===== config.mk =====
export PLATFORM = sky130hd
export DESIGN_NAME = iafs_ctrl
export DESIGN_NICKNAME = d
export VERILOG_FILES = /design/src/hw/rtl/iafs_pkg.sv /design/src/hw/rtl/iafs_ctrl.sv
export VERILOG_INCLUDE_DIRS = /design/src /design/src/hw/rtl
export SDC_FILE = /design/constraint.sdc
export NUM_CORES = 1
export LEC_CHECK = 0
export BUFFER_PORTS_ARGS = -buffer_cell sky130_fd_sc_hd__buf_2
export CORE_AREA = 2 2 39 41
export CTS_BUF_LIST = sky130_fd_sc_hd__clkbuf_4 sky130_fd_sc_hd__clkbuf_8
export CTS_CLUSTER_DIAMETER = 80
export DETAILED_ROUTE_END_ITERATION = 10
export DIE_AREA = 0 0 41 43
export GPL_TIMING_DRIVEN = 0
export SLEW_MARGIN = 20
export SYNTH_ARGS = -nofsm -noshare
export SYNTH_HDL_FRONTEND = slang
export SYNTH_SLANG_ARGS = --single-unit

===== constraint.sdc =====
create_clock -name clock -period 2.9 [get_ports clock]
set_clock_uncertainty 0.2 [all_clocks]
set_input_delay 0.725 -clock clock [delete_from_list [all_inputs] [get_ports clock]]
set_output_delay 0.725 -clock clock [all_outputs]
set_load 0.1 [all_outputs]

===== src/hw/rtl/index_allocator_free_stack_core_defines.svh =====
// Assertion macros shared by the index allocator RTL.
// Needs clock and reset (synchronous, active high) in the using module.
`ifndef INDEX_ALLOCATOR_FREE_STACK_CORE_DEFINES_SVH
`define INDEX_ALLOCATOR_FREE_STACK_CORE_DEFINES_SVH

// Same-cycle implication, checked outside reset.
`define IAFS_ASSERT_NOW(label, ante, cons, msg) \
   label: assert property (@(posedge clock) disable iff (reset) (ante) |-> (cons)) \
      else $error(msg);

// Next-cycle implication, checked outside reset.
`define IAFS_ASSERT_NEXT(label, ante, cons, msg) \
   label: assert property (@(posedge clock) disable iff (reset) (ante) |=> (cons)) \
      else $error(msg);

`endif


===== src/hw/rtl/iafs_pkg.sv =====
// Shared types and constants for the index allocator free stack.
// No dependencies; imported by every module of the block except iafs_ram.
`timescale 1ns / 1ps
`default_nettype none

package iafs_pkg;

   localparam int SLOT_DEPTH = 1024;
   localparam int IDX_W      = $clog2(SLOT_DEPTH);
   localparam int CNT_W      = IDX_W + 1;

   localparam logic CMD_ALLOC = 1'b0;
   localparam logic CMD_FREE  = 1'b1;

   typedef enum logic [1:0] {
      STATUS_OK    = 2'd0,
      STATUS_FULL  = 2'd1,
      STATUS_RANGE = 2'd2,
      STATUS_DUP   = 2'd3
   } status_type;

   typedef enum logic [1:0] {
      ST_CLEAR,
      ST_IDLE,
      ST_EXEC
   } state_type;

   // controller -> datapath
   typedef struct packed {
      logic clear_step;
      logic accept;
      logic exec;
   } ctrl_cmd_type;

   // datapath -> controller
   typedef struct packed {
      logic clear_last;
      logic rsp_busy;
   } dp_status_type;

endpackage

`default_nettype wire


===== src/hw/rtl/iafs_ctrl.sv =====
// Controller: sequences memory clear after reset, request accept and execute.
// Depends on iafs_pkg and the assertion macro header.
`timescale 1ns / 1ps
`default_nettype none
`include "index_allocator_free_stack_core_defines.svh"

module iafs_ctrl
   import iafs_pkg::*;
(
   input  wire logic          clock,
   input  wire logic          reset,
   input  wire logic          req_valid,
   output logic               req_ready,
   input  wire dp_status_type status,
   output ctrl_cmd_type       cmd
);

   state_type state_ff, state_in;

   always_ff @(posedge clock) begin
      if (reset) begin
         state_ff <= ST_CLEAR;
      end else begin
         state_ff <= state_in;
      end
   end

   always_comb begin
      state_in       = state_ff;
      req_ready      = 1'b0;
      cmd.clear_step = 1'b0;
      cmd.accept     = 1'b0;
      cmd.exec       = 1'b0;
      case (state_ff)
         ST_CLEAR: begin
            cmd.clear_step = 1'b1;
            if (status.clear_last) begin
               state_in = ST_IDLE;
            end
         end
         ST_IDLE: begin
            // result slot frees up this cycle or is already empty
            req_ready  = !status.rsp_busy;
            cmd.accept = req_valid && !status.rsp_busy;
            if (cmd.accept) begin
               state_in = ST_EXEC;
            end
         end
         ST_EXEC: begin
            cmd.exec = 1'b1;
            state_in = ST_IDLE;
         end
         default: begin
            state_in = ST_CLEAR;
         end
      endcase
   end

   `IAFS_ASSERT_NEXT(a_accept_exec, cmd.accept, state_ff == ST_EXEC, "accept not followed by execute")

endmodule

`default_nettype wire


==> results of run 1 <==
-- through the flow --
stage / hold WS (ns) / util [%] / std cells
5_1_grt: 0.3926 / 14.47 / 39
6_report: 0.3472 / 14.47 / 39
2_1_floorplan: 0.3136 / - / 12
4_1_cts: 0.3536 / 14.47 / 39
3_5_place_dp: 0.3516 / 12.84 / 36
3_3_place_gp: 0.3350 / 12.84 / 36
-- layer usage --
metal	vias up	global-route usage, %	wire, um
met5	-	0	0
met2	9	4.063	81
met3	0	4.712	45
met4	0	6.000	0
met1	42	5.751	143
li1	63	-	-
-- cells in the mapped netlist --
cell type,instances
a21oi_2,1
dfxtp_1,2
nand2b_1,1
nand2b_4,2
nor2_1,3
nor2b_1,1
nor3_1,1
o21bai_1,1
-- kinds of logic (layout without fill, tap and decap cells) --
family                 Yosys count  after routing  share of synthesized area (%)
AOI/OAI and AO/OA                2              2                          14.45
and+or+nand+nor                  8              8                          50.01
DFF                              2              2                          35.56
buffers and inverters            0             11                              0
-- final cells by class --
type                            count  area share, %
Tap cell                           16          10.00
Timing Repair Buffer                8          20.00
Multi-Input combinational cell     10          38.75
Clock buffer                        3          11.25
Sequential cell                     2          20.00
-- power by group through the flow --
stage	clock, W	sequential, W	combinational, W
detailed placement	0	0.0000318	0.0000383
CTS	0.0000670	0.0000314	0.0000384
floorplan	0	0.0000313	0.0000317
global placement	0	0.0000316	0.0000378
finish	0.0000615	0.0000314	0.0000381
global route	0.0000701	0.0000318	0.0000398
-- worst max-delay path: stages --
cell      delay (ns)
buf_2           0.11
nand2b_1        0.21
nor2_2          0.10
buf_2           0.42
-- final timing paths --
path          startpoint           to  slack, ns  cells past startpoint
min reg2reg  state_ff[0]  state_ff[1]       0.35                      2
max reg2reg  state_ff[1]  state_ff[0]       1.90                      3
max            status[0]       cmd[1]       0.41                      4
min          state_ff[0]  state_ff[1]       0.35                      2
-- placed cells by master, fill, tap and decap left out, drive strengths merged --
cell    instances
buf             8
a21oi           1
nor2b           1
nor3            1
clkbuf          3
nand2b          3
nor2            3
o21bai          1
dfxtp           2
==> impl_metrics.env, run 1 <==
export IMPL_outcome="completed"
export IMPL_setup_tns_ns=0
export IMPL_finalSetupViolCount=0
export IMPL_die_width_um=41
export IMPL_seq_area_frac_synth_pct=35.56
export IMPL_period_minus_slack_ns=2.488
export IMPL_clk_pin_slew_ns=0.03
export IMPL_cts_hold_fix_buffers=0
export IMPL_clkPwrFrac_pct=47.0
export IMPL_cts_setup_buffers=0
export IMPL_hp_class="register to register"
export IMPL_synth_area_leader_cell="dfxtp_1"
export IMPL_syn_area_per_cell_um2=9.384
export IMPL_timing_final_max_slew_violations=0
export IMPL_p_int_w=0.00008450
export IMPL_area_growth_pct=77.78
export IMPL_finalInstanceArea_um2=200.2
export IMPL_multi_input_area_um2=77.57
export IMPL_maxCapViolCount=0
export IMPL_drtPass1Iterations=1
export IMPL_wl_per_cell_um=6.923
export IMPL_largestRegisters="state_ff: 2 flops"
export IMPL_cts_root_buffer="clkbuf_4"
export IMPL_cts_tree="built"
export IMPL_synth_seq_cells=2
export IMPL_total_leakage_power_nw=0.09405
export IMPL_synth_warnings=0
export IMPL_rows=14
export IMPL_layout_area_seq_um2=40.04
export IMPL_dr_first_iter_drc_count=0
export IMPL_drtAntennaViolNets=0
export IMPL_end_kind="output port"
export IMPL_slew_headroom_pct=67.83
export IMPL_power_density_nw_per_um2=654.3
export IMPL_crit_fanout=3
export IMPL_cts_buffers_inserted=3
export IMPL_grt_remaining_overflow=0
export IMPL_largest_register_ffs=2
export IMPL_drc=0
export IMPL_globalplace_congestion=0.5070
export IMPL_ir_drop_v=0.0001558
export IMPL_grt_antenna_before_repair=0
export IMPL_fillCellCount=157
export IMPL_rsz0062_at_grt="no"
export IMPL_viasPerCell=2.923
export IMPL_grt_pass1_vias=117
export IMPL_initial_utilization_pct=8.137
export IMPL_critical_path_arrival_ns=1.56
export IMPL_ctsResizeCount=0
export IMPL_worst_slew_pin_slew_ns=0.4859
export IMPL_hold_violations=0
export IMPL_syn_nets=17
export IMPL_synth_cell_types=8
export IMPL_synth_area_um2=112.6
export IMPL_die_h_um=43
export IMPL_grt_pass1_wl_um=469
export IMPL_vias=114
export IMPL_cp_start_kind="input pin"
export IMPL_clock_path_buffers=2
export IMPL_maxClockFrequency_mhz=401.9
export IMPL_port_buffers=8
export IMPL_power_share_switching_pct=35.48
export IMPL_grtUsageTotal_pct=4.910
export IMPL_dieArea_um2=1763
export IMPL_critPathRequiredTime_ns=1.98
export IMPL_n_antenna_cell=0
export IMPL_pre_cts_ws_ns=0.4106
export IMPL_grt_max_degree=5
export IMPL_setup_worst_path_class="input pin to output port"
export IMPL_dpl_instance_area_um2=177.7
export IMPL_htreeDepth=1
export IMPL_p_comb_share_pct=29.1
export IMPL_core_um2=1384
export IMPL_syn_inst=12
export IMPL_ys_top_cells_by_area="dfxtp_1 36%, nand2b_4 24%, nor2_1 10%"
export IMPL_p_total_w=0.0001310
export IMPL_regMostFlops="state_ff"
export IMPL_cts_sinks=2
export IMPL_fin_crit_sh_pct=85.79
export IMPL_synth_top_area_share_pct=35.56
export IMPL_seqPwrFrac_pct=24.0
export IMPL_clk_latency_ns=0.22
export IMPL_io_pins=9
export IMPL_drive_above_1_share_pct=69.57
export IMPL_final_setup_worst_slack_ns=0.4120
export IMPL_nets=30
export IMPL_p_switching_w=0.00004647
export IMPL_drt_total_wl_um=270
Note: power is estimated with default switching activity, not from simulation.
==> inputs of run 2 (changes only) <==
- PLACE_DENSITY: not set -> 0.3
- RECOVER_POWER: not set -> 50
==> run 2 against run 1 <==
Net effect:
- critical endpoint unchanged
- global-route usage increased by 0.50 points
- cell count did not move
- largest power group unchanged
- routed wire length up 4.8%
==> impl_metrics.env, run 2 (synthesis results as in run 1) <==
export IMPL_regMostFlops="state_ff"
export IMPL_crit_slowest_cell="buf_2"
export IMPL_drtPass1Iterations=1
export IMPL_crit_chain="clkbuf_1, nand2b_1, nor2_2, buf_2"
export IMPL_clock_path_buffers=2
export IMPL_hold_violations=0
export IMPL_p_switching_w=0.00004552
export IMPL_slew_headroom_pct=23.17
export IMPL_cp_start_kind="input pin"
export IMPL_mostFrequentLayoutCell="buf_2"
export IMPL_grt_remaining_overflow=0
export IMPL_core_um2=1384
export IMPL_critPathMaxStageDelay_ns=0.42
export IMPL_crit_fanout=3
export IMPL_globalRoute_busiestLayer="met4"
export IMPL_p_int_w=0.00008357
export IMPL_pre_cts_ws_ns=0.3989
export IMPL_die_width_um=41
export IMPL_critPathRequiredTime_ns=1.98
export IMPL_total_leakage_power_nw=0.08921
export IMPL_viasPerCell=2.974
export IMPL_cts_tree="built"
export IMPL_maxClockFrequency_mhz=403.3
export IMPL_layout_common_cells="6 x buf_2, 3 x clkbuf_4"
export IMPL_clk_latency_ns=0.22
export IMPL_period_minus_slack_ns=2.480
export IMPL_initial_utilization_pct=8.137
export IMPL_dr_first_iter_drc_count=0
export IMPL_fillCellCount=160
export IMPL_grt_max_degree=5
export IMPL_met2_usage_pct=4.375
export IMPL_largestRegisters="state_ff: 2 flops"
export IMPL_htreeDepth=1
export IMPL_p_comb_share_pct=28.3
export IMPL_io_pins=9
export IMPL_outcome="completed"
export IMPL_drc=0
export IMPL_port_buffers=8
export IMPL_clk_pin_slew_ns=0.03
export IMPL_timing_final_max_slew_violations=0
export IMPL_power_density_nw_per_um2=665.6
export IMPL_gr_usage_met1_pct=5.096
export IMPL_dieArea_um2=1763
export IMPL_clkPwrFrac_pct=47.4
export IMPL_cts_sinks=2
export IMPL_cts_buffers_inserted=3
export IMPL_die_h_um=43
export IMPL_globalplace_congestion=0.4562
export IMPL_power_share_switching_pct=35.26
export IMPL_ir_drop_v=0.0001085
export IMPL_cts_root_buffer="clkbuf_4"
export IMPL_area_growth_pct=72.22
export IMPL_rsz0062_at_grt="no"
export IMPL_drive_above_1_share_pct=56.52
export IMPL_maxCapViolCount=0
export IMPL_grt_pass1_vias=114
export IMPL_grt_pass1_wl_um=510
export IMPL_grtUsageTotal_pct=5.405
export IMPL_n_antenna_cell=0
export IMPL_seqPwrFrac_pct=24.3
export IMPL_use_met3_pct=6.283
export IMPL_cts_setup_buffers=0
export IMPL_p_total_w=0.0001291
export IMPL_cts_hold_fix_buffers=0
export IMPL_critical_path_arrival_ns=1.55
export IMPL_drtAntennaViolNets=0
export IMPL_final_setup_worst_slack_ns=0.4202
export IMPL_fin_crit_sh_pct=85.51
export IMPL_multi_input_area_um2=73.82
export IMPL_worst_slew_pin_slew_ns=1.157
export IMPL_drt_total_wl_um=283
export IMPL_fin_hold_ws_ns=0.3453
export IMPL_largest_register_ffs=2
export IMPL_end_kind="output port"
export IMPL_nets=30
export IMPL_setup_tns_ns=0
export IMPL_rows=14
export IMPL_vias=116
export IMPL_ctsResizeCount=0
export IMPL_grt_antenna_before_repair=0
export IMPL_setup_worst_path_class="input pin to output port"
export IMPL_finalSetupViolCount=0
export IMPL_wl_per_cell_um=7.256
export IMPL_hp_class="register to register"
export IMPL_layout_area_seq_um2=40.04
## run 2: changes by cell type in the layout (fill, tap and decap cells not counted)
cell / previous run / this run
a21oi_2: 1 / 0
buf_2: 8 / 6
a21oi_1: 0 / 1
clkbuf_1: 0 / 2
## run 2: worst max-delay path, delay by kind of cell
kind	cells	cell delay [ns]
buffers and inverters	2	0.51
AND/OR/NAND/NOR	2	0.31
## run 2: worst paths after layout
kind | from | end | slack (ns) | cells past startpoint
hold reg to reg | state_ff[0] | state_ff[1] | 0.35 | 2
setup / recovery | status[0] | cmd[1] | 0.42 | 4
hold / removal | state_ff[0] | state_ff[1] | 0.35 | 2
setup reg to reg | state_ff[1] | state_ff[0] | 1.89 | 3
## run 2: through the flow
stage | util (%) | cells | area (um2)
4_1_cts | 14.47 | 39 | 200.2
3_5_place_dp | 12.84 | 36 | 177.7
5_1_grt | 14.01 | 39 | 193.9
2_1_floorplan | - | 12 | 117.6
3_3_place_gp | 12.84 | 36 | 177.7
6_report | 14.01 | 39 | 193.9
## run 2: power by group through the flow
stage | logic [W] | registers, W | clock network [W]
floorplan | 0.0000317 | 0.0000313 | 0
finish | 0.0000365 | 0.0000313 | 0.0000612
detailed placement | 0.0000381 | 0.0000317 | 0
global route | 0.0000383 | 0.0000317 | 0.0000730
CTS | 0.0000382 | 0.0000313 | 0.0000661
global placement | 0.0000379 | 0.0000315 | 0
## run 2: layer usage
layer  vias up  routed length, um
met5         -                  0
met4         0                  0
met3         0                 44
met2         9                 90
met1        44                149
li1         63                  -
## run 2: area by class of cell
| cell class | instances | area share, % |
|---|---|---|
| multi-input cells | 10 | 38.06 |
| clock buffers | 3 | 11.61 |
| well taps | 16 | 10.32 |
| repair buffers | 8 | 19.35 |
| flip-flops and latches | 2 | 20.65 |
==> inputs of run 3 (changes only) <==
--- a/constraint.sdc
+++ b/constraint.sdc
@@ -4,2 +4,2 @@
 set_output_delay 0.725 -clock clock [all_outputs]
-set_load 0.1 [all_outputs]
+set_load 0.05 [all_outputs]
==> run 3 against run 2 <==
Net effect:
- critical path depth is the same
- worst setup slack gained 0.18 ns
- register-to-register slack is essentially flat
- sequential power is essentially flat
- fmax grew 7.8%
- utilization shrank 0.36 points
- first-iteration DRC count grew 6
- via count grew 3.4%
==> impl_metrics.env, run 3 (synthesis results as in run 1) <==
export IMPL_outcome="completed"
export IMPL_met2_usage_pct=3.750
export IMPL_cts_tree="built"
export IMPL_end_kind="output port"
export IMPL_grtUsageTotal_pct=4.709
export IMPL_ir_drop_v=0.0001828
export IMPL_dr_first_iter_drc_count=6
export IMPL_rows=14
export IMPL_critical_path_arrival_ns=1.37
export IMPL_ctsResizeCount=0
export IMPL_initial_utilization_pct=8.137
export IMPL_port_buffers=8
export IMPL_maxCapViolCount=0
export IMPL_cts_sinks=2
export IMPL_wl_per_cell_um=6.667
export IMPL_viasPerCell=3.077
export IMPL_cts_buffers_inserted=3
export IMPL_power_density_nw_per_um2=616.5
export IMPL_grt_pass1_vias=118
export IMPL_grt_remaining_overflow=0
export IMPL_fin_util_pct=13.65
export IMPL_fillCellCount=161
export IMPL_finalSetupViolCount=0
export IMPL_crit_slowest_cell="buf_2"
export IMPL_p_comb_share_pct=21.2
export IMPL_clkPwrFrac_pct=52.1
export IMPL_area_growth_pct=67.78
export IMPL_dieArea_um2=1763
export IMPL_dpl_instance_area_um2=172.7
export IMPL_critPathMaxStageDelay_ns=0.27
export IMPL_timing_final_max_slew_violations=0
export IMPL_worst_slew_pin_slew_ns=0.6009
export IMPL_grt_antenna_before_repair=0
export IMPL_largestRegisters="state_ff: 2 flops"
export IMPL_htreeDepth=1
export IMPL_die_h_um=43
export IMPL_core_um2=1384
export IMPL_p_total_w=0.0001165
export IMPL_n_antenna_cell=0
export IMPL_rsz0062_at_grt="no"
export IMPL_drive_above_1_share_pct=56.52
export IMPL_maxClockFrequency_mhz=434.8
export IMPL_power_share_switching_pct=28.74
export IMPL_clk_latency_ns=0.22
export IMPL_path_delay_family="buffers and inverters"
export IMPL_seqPwrFrac_pct=26.8
export IMPL_critPathRequiredTime_ns=1.98
export IMPL_cts_setup_buffers=0
export IMPL_setup_tns_ns=0
export IMPL_cp_num_buf_inv=2
export IMPL_io_pins=9
export IMPL_die_width_um=41
export IMPL_largest_register_ffs=2
export IMPL_vias=120
export IMPL_total_leakage_power_nw=0.08424
export IMPL_nets=30
export IMPL_clock_path_buffers=2
export IMPL_drt_total_wl_um=260
export IMPL_grt_pass1_wl_um=476
export IMPL_crit_fanout=3
export IMPL_cts_root_buffer="clkbuf_4"
export IMPL_cts_hold_fix_buffers=0
export IMPL_drtAntennaViolNets=0
export IMPL_gr_usage_met1_pct=5.431
export IMPL_globalRoute_busiestLayer="met3"
export IMPL_hp_class="register to register"
export IMPL_period_minus_slack_ns=2.300
export IMPL_fin_crit_sh_pct=79.31
export IMPL_crit_chain="buf_2, nand2b_1, nor2_1, buf_2"
export IMPL_setup_worst_path_class="input pin to output port"
export IMPL_regMostFlops="state_ff"
export IMPL_finalInstanceArea_um2=188.9
export IMPL_clk_pin_slew_ns=0.03
export IMPL_p_switching_w=0.00003347
export IMPL_p_int_w=0.00008300
export IMPL_drc=0
export IMPL_drtPass1Iterations=2
export IMPL_grt_max_degree=5
export IMPL_use_met3_pct=6.283
export IMPL_globalplace_congestion=0.5440
export IMPL_hold_violations=0
export IMPL_layout_common_cells="7 x buf_2, 3 x nor2_1, 3 x clkbuf_4"
export IMPL_worst_path_most_repeated_cell="buf_2"
export IMPL_fin_hold_ws_ns=0.3191
export IMPL_mostFrequentLayoutCell="buf_2"
export IMPL_slew_headroom_pct=60.11
export IMPL_cp_start_kind="input pin"
## run 3: final cells by class
type                            instances  area, um2  area share (%)
Sequential cell                         2      40.04           21.19
Timing Repair Buffer                    8      38.79           20.53
Tap cell                               16      20.02           10.60
Clock buffer                            3      22.52           11.92
Multi-Input combinational cell         10      67.56           35.76
## run 3: layer usage
layer	vias up	part of all wire, %	wire, um
met5	-	0	0
met4	0	0	0
met3	0	18	48
met2	13	25	65
met1	46	57	147
li1	61	-	-
## run 3: worst min-delay path: cells and delay by family, from the launching register on
kind	cells	cell delay (ns)
DFF	1	0.33
and+or+nand+nor	2	0.13
## run 3: final timing paths
kind / from / endpoint / slack [ns] / cells past startpoint
setup / recovery: status[0] / cmd[1] / 0.60 / 4
setup reg to reg: state_ff[1] / state_ff[0] / 1.89 / 3
hold reg to reg: state_ff[0] / state_ff[1] / 0.32 / 2
hold / removal: state_ff[0] / state_ff[1] / 0.32 / 2
## run 3: power groups by stage
stage	Clock, W	Combinational (W)	Sequential [W]
3_3_place_gp	0	0.0000258	0.0000315
4_1_cts	0.0000652	0.0000262	0.0000312
6_report	0.0000607	0.0000246	0.0000312
3_5_place_dp	0	0.0000262	0.0000315
5_1_grt	0.0000703	0.0000263	0.0000315
2_1_floorplan	0	0.0000197	0.0000313
## run 3: through the flow
stage               cells  setup slack, ns
finish                 39           0.6001
global route           39           0.5714
CTS                    39           0.5685
detailed placement     36           0.5775
global placement       36           0.5953
floorplan              12           0.3955
